===== src/rtl/tkls_pkg.sv =====
// Shared types and sizing constants for the top-k logit selector.
// No dependencies; imported by every module of the block.
`timescale 1ns / 1ps

package tkls_pkg;

	localparam int MAX_K   = 16;
	localparam int MAX_ROW = 131072;

	localparam int LOGIT_W = 16;
	localparam int TOP_W   = 5;
	localparam int IDX_W   = $clog2(MAX_ROW);
	localparam int CNT_W   = $clog2(MAX_K + 1);
	localparam int CMP_W   = (CNT_W > TOP_W) ? CNT_W : TOP_W;

	localparam logic [IDX_W-1:0] ROW_LAST = IDX_W'(MAX_ROW - 1);
	localparam logic [CNT_W-1:0] FILL_MAX = CNT_W'(MAX_K);

	typedef enum logic [1:0] {
		ST_ACCEPT = 2'b01,
		ST_EMIT   = 2'b10
	} tkls_state_t;

	// controller -> datapath
	typedef struct packed {
		logic insert;   // insert the accepted logit into the kept list
		logic row_done; // row_end beat: reset row counters, load emit count
		logic pop;      // move head of list into the output register
	} tkls_cmd_t;

	// datapath -> controller
	typedef struct packed {
		logic out_free;  // output register can take a beat this cycle
		logic emit_last; // the pending pop is the final one of the row
		logic emit_none; // the row ending now emits nothing
	} tkls_stat_t;

endpackage


===== src/rtl/tkls_ctrl.sv =====
// Controller for the top-k logit selector: accept / emit sequencing.
// Depends on tkls_pkg for the state and command/status types.
`timescale 1ns / 1ps

module tkls_ctrl
	import tkls_pkg::*;
(
	input  logic       clk,
	input  logic       arst_n,
	input  logic       in_valid,
	input  logic       row_end,
	output logic       in_ready,
	input  tkls_stat_t stat,
	output tkls_cmd_t  cmd
);

	tkls_state_t state_q, state_d;
	logic        in_fire;

	assign in_ready = (state_q == ST_ACCEPT);
	assign in_fire  = in_valid & in_ready;

	always_comb begin
		state_d      = state_q;
		cmd.insert   = 1'b0;
		cmd.row_done = 1'b0;
		cmd.pop      = 1'b0;
		unique case (state_q)
			ST_ACCEPT: begin
				cmd.insert   = in_fire;
				cmd.row_done = in_fire & row_end;
				if (in_fire && row_end && !stat.emit_none) begin
					state_d = ST_EMIT;
				end
			end
			ST_EMIT: begin
				cmd.pop = stat.out_free;
				if (stat.out_free && stat.emit_last) begin
					state_d = ST_ACCEPT;
				end
			end
			default: state_d = ST_ACCEPT;
		endcase
	end

	always_ff @(posedge clk or negedge arst_n) begin
		if (!arst_n) begin
			state_q <= ST_ACCEPT;
		end else begin
			state_q <= state_d;
		end
	end

endmodule


===== src/rtl/tkls_datapath.sv =====
// Datapath for the top-k logit selector: sorted kept list with
// compare-and-shift insertion, row counters, k register and output register.
// Depends on tkls_pkg.
`timescale 1ns / 1ps

module tkls_datapath
	import tkls_pkg::*;
(
	input  logic                      clk,
	input  logic                      arst_n,
	input  logic                      cfg_valid,
	input  logic [TOP_W-1:0]          top_count,
	input  logic signed [LOGIT_W-1:0] logit,
	input  tkls_cmd_t                 cmd,
	output tkls_stat_t                stat,
	output logic                      out_valid,
	input  logic                      out_ready,
	output logic signed [LOGIT_W-1:0] out_logit,
	output logic [IDX_W-1:0]          token_index,
	output logic                      run_last,
	output logic                      short_row
);

	logic [TOP_W-1:0]          top_q;
	logic [CNT_W-1:0]          fill_q;
	logic [IDX_W-1:0]          pos_q;
	logic [CNT_W-1:0]          emit_left_q;
	logic                      short_q;
	logic                      out_valid_q;

	logic signed [LOGIT_W-1:0] kept_val_q [MAX_K];
	logic [IDX_W-1:0]          kept_idx_q [MAX_K];
	logic signed [LOGIT_W-1:0] ins_val    [MAX_K];
	logic [IDX_W-1:0]          ins_idx    [MAX_K];
	logic [MAX_K-1:0]          keep;

	logic [CNT_W-1:0]          fill_next;
	logic [CMP_W-1:0]          k_sat;
	logic                      short_next;
	logic [CNT_W-1:0]          emit_n;

	// entries that stay in place: valid and not below the new logit (ties keep
	// arrival order); the list is sorted so this is a prefix
	always_comb begin
		for (int i = 0; i < MAX_K; i++) begin
			keep[i] = (CNT_W'(i) < fill_q) && (kept_val_q[i] >= logit);
		end
		ins_val[0] = keep[0] ? kept_val_q[0] : logit;
		ins_idx[0] = keep[0] ? kept_idx_q[0] : pos_q;
		for (int i = 1; i < MAX_K; i++) begin
			if (keep[i]) begin
				ins_val[i] = kept_val_q[i];
				ins_idx[i] = kept_idx_q[i];
			end else if (keep[i-1]) begin
				ins_val[i] = logit;
				ins_idx[i] = pos_q;
			end else begin
				ins_val[i] = kept_val_q[i-1];
				ins_idx[i] = kept_idx_q[i-1];
			end
		end
	end

	assign fill_next  = (fill_q < FILL_MAX) ? fill_q + CNT_W'(1) : fill_q;
	assign k_sat      = (CMP_W'(top_q) > CMP_W'(MAX_K)) ? CMP_W'(MAX_K) : CMP_W'(top_q);
	assign short_next = CMP_W'(fill_next) < k_sat;
	assign emit_n     = short_next ? fill_next : CNT_W'(k_sat);

	assign stat.out_free  = !out_valid_q || out_ready;
	assign stat.emit_last = (emit_left_q == CNT_W'(1));
	assign stat.emit_none = (emit_n == '0);

	always_ff @(posedge clk or negedge arst_n) begin
		if (!arst_n) begin
			top_q       <= TOP_W'(1);
			fill_q      <= '0;
			pos_q       <= '0;
			emit_left_q <= '0;
			short_q     <= 1'b0;
			out_valid_q <= 1'b0;
		end else begin
			if (cfg_valid) begin
				top_q <= top_count;
			end
			if (cmd.row_done) begin
				fill_q      <= '0;
				pos_q       <= '0;
				emit_left_q <= emit_n;
				short_q     <= short_next;
			end else if (cmd.insert) begin
				fill_q <= fill_next;
				if (pos_q != ROW_LAST) begin
					pos_q <= pos_q + IDX_W'(1);
				end
			end
			if (cmd.pop) begin
				emit_left_q <= emit_left_q - CNT_W'(1);
				out_valid_q <= 1'b1;
			end else if (out_ready) begin
				out_valid_q <= 1'b0;
			end
		end
	end

	// list payload and output payload: no reset
	always_ff @(posedge clk) begin
		if (cmd.insert) begin
			for (int i = 0; i < MAX_K; i++) begin
				kept_val_q[i] <= ins_val[i];
				kept_idx_q[i] <= ins_idx[i];
			end
		end else if (cmd.pop) begin
			for (int i = 0; i < MAX_K - 1; i++) begin
				kept_val_q[i] <= kept_val_q[i+1];
				kept_idx_q[i] <= kept_idx_q[i+1];
			end
		end
		if (cmd.pop) begin
			out_logit   <= kept_val_q[0];
			token_index <= kept_idx_q[0];
			run_last    <= (emit_left_q == CNT_W'(1));
			short_row   <= short_q;
		end
	end

	assign out_valid = out_valid_q;

endmodule


===== src/rtl/top_k_logit_selector_core.sv =====
// Top level of the top-k logit selector.
// Depends on tkls_pkg, tkls_ctrl and tkls_datapath.
//
// Usage:
//  - Input channel (in_valid/in_ready, logit, row_end): one Q8.8 logit per
//    beat; row_end marks the row's last beat. While a row is streaming in,
//    in_ready is high and one beat is taken every cycle.
//  - Output channel (out_valid/out_ready): on a row_end beat the k largest
//    logits with their row positions follow in descending order, ties by
//    lower position; run_last marks the final beat, short_row is set on all
//    beats of a row that held fewer than k logits. k of zero emits nothing.
//  - Config channel (cfg_valid/cfg_ready, top_count): sets k, saturated at 16;
//    always ready, write only while idle.
//  - Emit sequence: the row_end beat sets the emit state; each pop then moves
//    the list head into the output register, one result per cycle while the
//    receiver is ready. The kept list is shifted out through the single
//    output register, so input is held off until the row's last pop, and
//    longer if the receiver stalls, which freezes the list and the output beat.
//  - Reset: k = 1, kept list empty, row position 0, no result pending.
`timescale 1ns / 1ps

module top_k_logit_selector_core
	import tkls_pkg::*;
(
	input  logic                      clk,
	input  logic                      arst_n,
	input  logic                      cfg_valid,
	output logic                      cfg_ready,
	input  logic [TOP_W-1:0]          top_count,
	input  logic                      in_valid,
	output logic                      in_ready,
	input  logic signed [LOGIT_W-1:0] logit,
	input  logic                      row_end,
	output logic                      out_valid,
	input  logic                      out_ready,
	output logic signed [LOGIT_W-1:0] out_logit,
	output logic [IDX_W-1:0]          token_index,
	output logic                      run_last,
	output logic                      short_row
);

	tkls_cmd_t  cmd;
	tkls_stat_t stat;

	assign cfg_ready = 1'b1;

	tkls_ctrl u_ctrl (
		.clk      (clk),
		.arst_n   (arst_n),
		.in_valid (in_valid),
		.row_end  (row_end),
		.in_ready (in_ready),
		.stat     (stat),
		.cmd      (cmd)
	);

	tkls_datapath u_dp (
		.clk         (clk),
		.arst_n      (arst_n),
		.cfg_valid   (cfg_valid),
		.top_count   (top_count),
		.logit       (logit),
		.cmd         (cmd),
		.stat        (stat),
		.out_valid   (out_valid),
		.out_ready   (out_ready),
		.out_logit   (out_logit),
		.token_index (token_index),
		.run_last    (run_last),
		.short_row   (short_row)
	);

endmodule

===== config.mk =====
export PLATFORM = sky130hd
export DESIGN_NAME = top_k_logit_selector_core
export DESIGN_NICKNAME = d
export VERILOG_FILES = /design/src/rtl/tkls_pkg.sv /design/src/rtl/tkls_ctrl.sv /design/src/rtl/tkls_datapath.sv /design/src/rtl/top_k_logit_selector_core.sv
export SDC_FILE = /design/constraint.sdc
export NUM_CORES = 2
export LEC_CHECK = 0
export BUFFER_PORTS_ARGS = -buffer_cell sky130_fd_sc_hd__buf_2
export CORE_ASPECT_RATIO = 0.5
export CORE_UTILIZATION = 64
export DETAILED_ROUTE_END_ITERATION = 12
export PLACE_DENSITY_LB_ADDON = 0.12
export SYNTH_ARGS = -nofsm -noshare
export SYNTH_HDL_FRONTEND = slang
export SYNTH_SLANG_ARGS = --single-unit

===== constraint.sdc =====
create_clock -name clk -period 5.8 [get_ports clk]
set_input_delay 1.16 -clock clk [delete_from_list [all_inputs] [get_ports clk]]
set_output_delay 1.16 -clock clk [all_outputs]
set_load 0.05 [all_outputs]

* Word level (Yosys, flattened, before mapping) *
Memory sizes are Yosys's and may differ from the RTL's.
Cells that the tools add are included.

cells by class
  muxes and demuxes = 114
  order comparisons = 35
  multiply operators = 0
  add/sub/neg operators = 3
  bitwise operators = 32
  reduce and logical (&&, ||, !) cells = 29
  shifts and indexed selects = 0
  div/mod/pow operators = 0
  equality and inequality tests = 6

operators by type and width
  cell                     number
  $mux W17                 49
  $mux W16                 46
  $ge A16 B16 Y1           16
  $lt A4 B5 Y1 const A     8
  $mux W5                  7
  $or A1 B1 Y1             30
  $lt A3 B5 Y1 const A     4
  $logic_and A1 B1 Y1      19
  $add A17 B1 Y17 const B  1
  $ne A17 B17 Y1 const B   1
  $lt A1 B5 Y1 const A     2
  $lt A2 B5 Y1 const A     2
  $mux W1                  8
  $reduce_bool A2 Y1       4
  $mux W2                  3
  $add A5 B1 Y5 const B    1
  $eq A5 B1 Y1 const B     1
  $gt A5 B5 Y1 const B     1
  $logic_not A5 Y1         1
  $lt A5 B5 Y1             1
  $lt A5 B5 Y1 const B     1
  $sub A5 B1 Y5 const B    1
  $pmux W2 S2              1
  $reduce_and A2 Y1        2
  other kinds (7)          9

storage, ports and cells
  bits in latches = 0
  register bits = 71
  output and inout bits = 38
  bits in writable memories = 528
  memories kept = 2
  ROM bits = 0
  input bits = 27
  logic and storage cells = 232

memories
  memory           words  width  rd ports  clocked after memory_dff  write ports  line                 text
  u_dp.kept_idx_q  16     17     16        0                         16           tkls_datapath.sv:32  logic [IDX_W-1:0] kept_idx_q [MAX_K];
  u_dp.kept_val_q  16     16     16        0                         16           tkls_datapath.sv:31  logic signed [LOGIT_W-1:0] kept_val_q [MAX_K];

* Logic depth before layout (Yosys ltp) *
  depth after elaboration = 9
  depth in mapped cells = 14
  gate-level depth less buffers = 12

* By module *
Synthesis repeated with hierarchy kept, for this count alone.

unflattened totals
  cells, all modules = 3215
  area total of the unflattened synthesis = 35029.8 µm²

modules (own cells, without submodules)
  module                     sequential area each (µm²)  times used  cells each  area an instance (µm²)
  tkls_datapath              17758.3                     1           3202        34907.2
  tkls_ctrl                  51.3                        1           11          111.4
  top_k_logit_selector_core  0.0                         1           2           11.3

* Worst setup path before layout *
No wires, ideal clock.

  path type = input to register
  from = input logit[1]
  to = memory u_dp.kept_idx_q[0][204] in the netlist's numbering (enable)
  arrival time = 5.376 ns
  stages = 9
  library setup time = 0.469 ns
  slack = -0.045 ns
  buffers on the path = 2
  cell sequence = inv_1 > ha_1 > a21o_1 > a211o_1 > a2111o_1 > and2_1 > clkbuf_1 > buf_2 > o21ai_0

RTL lines
  what                line                             text
  start: declaration  top_k_logit_selector_core.sv:32  input logic signed [LOGIT_W-1:0] logit,
  end: declaration    tkls_datapath.sv:32

==> results.py <==
metrics = {
    "synth": {
        "synth_edf_count": 563,
        "ys.flop_type": "edfxtp_1",
        "synth_area_leader_cell": "edfxtp_1",
        "yosys_warnings": 0,
        "yosysSeqAreaShare": 0.5058,
        "synth_cells": 3360,
        "syn_nets": 3652,
        "syn_area_per_cell_um2": 10.48,
        "synth.area.top_cells": "edfxtp_1 (48%), ha_1 (9.4%), mux2i_1 (9.1%)",
        "synth_seq_cells": 599,
        "synth_top_area_share": 0.4801,
        "synthArstFlopShare": 0.06010,
        "synthesis.area_mm2": 0.03521,
        "ys_types": 67,
    },
    "flow_run": {
        "maxCapViolations": 0,
    },
    "clock_tree": {
        "path_clk_slew_ns": 0.07,
        "cts_buffers": 54,
        "insertion_delay_ns": 0.64,
        "cts-resized-gates": 0,
        "htreeDepth": 2,
        "clock-sinks": 599,
        "cts_tree": "built",
        "cts-root-buf": "clkbuf_16",
        "clk_path_buf_depth": 3,
        "post_cts_buffers": 0,
        "hold_buffers": 0,
    },
    "timing": {
        "relSlewSlack": 0.2900,
        "finalHoldViolations": 0,
        "slew_violations": 0,
        "clock_skew_ns": 0.04073,
        "fmax_ghz": 0.2358,
        "setup_tns_ns": 0,
        "layout_min_cycle_time_ns": 4.242,
        "setup_violations": 0,
        "rsz0062_at_grt": "false",
        "holdWs_ns": 0.4474,
        "period_share": 0.7313,
        "worst_pin_slew_ns": 1.061,
    },
    "pwr": {
        "p_int_w": 0.01199,
        "comb_power_share": 0.358,
        "seqPwrFrac": 0.461,
        "ir_drop_mv": 0.2872,
        "p_per_area_mw_per_mm2": 515.8,
        "switching_power_w": 0.007627,
        "power.clock.fraction": 0.181,
        "power.total_w": 0.01961,
        "p_leak_nw": 14.98,
        "swShare": 0.3889,
    },
    "cells_and_area": {
        "drive_above_1_share": 0.09655,
        "final_nets": 3614,
        "instances_no_fill": 4085,
        "layout_common_cells": "edfxtp_1 (563), a21oi_1 (441), nand2_1 (417)",
        "stdcell_area_mm2": 0.03802,
        "nFillCells": 4024,
        "final_common_cell": "edfxtp_1",
        "area_growth_pct": 7.970,
    },
    "setup_path": {
        "crit_type": "input pin to register",
        "crit_slowest_cell": "o21ai_4",
        "r2r-start": "u_dp.kept_val_q[0][31]",
        "path_cells": "buf_2 > inv_1 > ha_1 > a21oi_1 > o21ai_0 > a221o_1 > a31oi_1 > a21oi_4 > o21ai_4 > buf_4",
        "reg2regPathDepth": 8,
        "cp-end-kind": "register",
        "slowest_delay_ns": 0.85,
        "required_ns": 6.11,
        "crit_arrival_ns": 4.55,
        "rrSetupSlack_ns": 2.30,
        "worst_setup_path_start_kind": "input pin",
        "rr_endpoint": "u_dp.kept_idx_q[0][29]",
        "worstPathMaxFanout": 18,
    },
    "die": {
        "pin_count": 65,
        "initial_core_util": 0.6515,
        "rows": 60,
        "die_x_um": 333.7,
        "die-area_mm2": 0.05602,
        "die_h_um": 167.9,
        "placeableCoreArea_mm2": 0.05405,
    },
    "place": {
        "dp_hpwl_um": 70360,
        "place_area_mm2": 0.03635,
        "dp_cells": 3979,
        "place_congestion": 0.9803,
        "port_buffers": 63,
    },
    "detailed_routing": {
        "drt_wl_total_um": 103300,
        "avgViaCountPerCell": 6.699,
        "antenna_left": 0,
        "drtPass1Iterations": 6,
        "num_vias": 27360,
        "wl_per_cell_um": 25.28,
        "drt-initial-drc-count": 3226,
        "drc": 0,
    },
    "grt": {
        "grt_max_degree": 127,
        "grt_use_met2": 0.5870,
        "grt_pass1_vias": 26570,
        "use_met1": 0.5048,
        "grt_pass1_wl_um": 156900,
        "grt_use_total": 0.3655,
        "grt_overflow": 0,
        "use_met3": 0.06565,
        "grt-busiest-layer": "met2",
        "antenna_found_initial": 10,
    },
    "hold_path": {
        "hold_path_class": "register to register",
        "hold_start": "u_dp.kept_idx_q[0][4]",
        "holdPathEnd": "u_dp.token_index[4]",
        "hold_depth": 0,
    },
    "run_status": {
        "status": "finished, final reports clean",
    },
}
cell families (layout without fill, tap and decap cells):
group | after synthesis | count (layout) | share of synthesized area
mux | 357 | 357 | 0.1028
compound gates | 861 | 861 | 0.1405
flops | 599 | 599 | 0.5058
other cells | 1 | 7 | 0.0001065
xor+xnor | 7 | 7 | 0.001741
buf+inv | 304 | 310 | 0.03870
fa+ha+maj | 265 | 265 | 0.09416
simple gates | 966 | 966 | 0.1163
Yosys cell counts, types with 6 or more instances:
cell type  instances
edfxtp_1         563
a21oi_1          441
nand2_1          423
nor2_1           321
mux2i_1          320
ha_1             265
o21ai_0          175
clkbuf_1         154
nand3_1           76
o211ai_1          60
inv_1             59
buf_2             56
nand4_1           51
mux2_2            37
o21ai_1           37
a21o_1            35
a21oi_2           34
dfrtp_1           34
nor2b_1           18
nor3_1            18
nand2b_1          17
buf_4             16
and3_1            13
a2111o_1           7
a211oi_1           7
a31oi_1            7
buf_1              7
buf_6              7
nor4_1             7
a221oi_1           6
and4_1             6
registers in the layout, summed over array words and instances (netlist names):
name	count
u_ctrl.state_q	2
u_dp.emit_left_q	5
u_dp.fill_q	5
u_dp.kept_idx_q	272
u_dp.kept_val_q	256
u_dp.out_logit	16
u_dp.out_valid	1
u_dp.pos_q	17
u_dp.run_last	1
u_dp.short_q	1
u_dp.short_row	1
u_dp.token_index	17
u_dp.top_q	5
critical path, delay by kind of cell:
| family | cells | cell delay, ns |
|---|---|---|
| AOI/OAI and AO/OA | 6 | 1.92 |
| buffers and inverters | 3 | 1.04 |
| adders and majority gates | 1 | 0.39 |
layout make-up:
class,instances,area [µm²],area share
antenna,6,15.01,0.0003949
clock buffer,75,1450,0.03814
clock inverter,25,200.2,0.005266
multi-input combinational,2457,16270,0.4279
inverter,61,236.5,0.006220
timing repair buffer,149,1149,0.03021
tap,713,892.1,0.02346
sequential,599,17810,0.4684
power groups by stage:
| stage | registers, W | logic (W) | clock network [W] |
|---|---|---|---|
| 2_1_floorplan | 0.00840 | 0.00491 | 0 |
| 3_3_place_gp | 0.00899 | 0.00664 | 0 |
| 3_5_place_dp | 0.00900 | 0.00694 | 0 |
| 4_1_cts | 0.00894 | 0.00696 | 0.00355 |
| 5_1_grt | 0.00916 | 0.00776 | 0.00371 |
| 6_report | 0.00904 | 0.00702 | 0.00355 |
worst max-delay path by stage:
stage / depth (start not counted) / end / start / slack (ns)
3_5_place_dp: 10 / u_dp.kept_idx_q[0][23] / logit[13] / 1.04
5_1_grt: 10 / u_dp.kept_idx_q[0][30] / logit[13] / 1.46
4_1_cts: 10 / u_dp.kept_idx_q[0][24] / logit[13] / 1.70
6_report: 10 / u_dp.kept_idx_q[0][29] / logit[13] / 1.56
3_3_place_gp: 10 / u_dp.kept_idx_q[0][23] / logit[13] / 1.09
2_1_floorplan: 9 / u_dp.kept_idx_q[0][17] / logit[11] / 0.07
stage by stage:
step	util	setup slack [ns]
final	0.7034	1.558
after global routing	0.7034	1.456
after CTS	0.7031	1.699
after detailed placement	0.6726	1.036
after global placement	0.6726	1.094
after floorplan	-	0.07078
metal layers:
metal / up-vias / wire length, µm
li1: 12340 / -
met5: - / 15
met1: 13390 / 42330
met2: 1412 / 47710
met4: 4 / 3239
met3: 220 / 9956
Power figures use the tool's default switching activity.
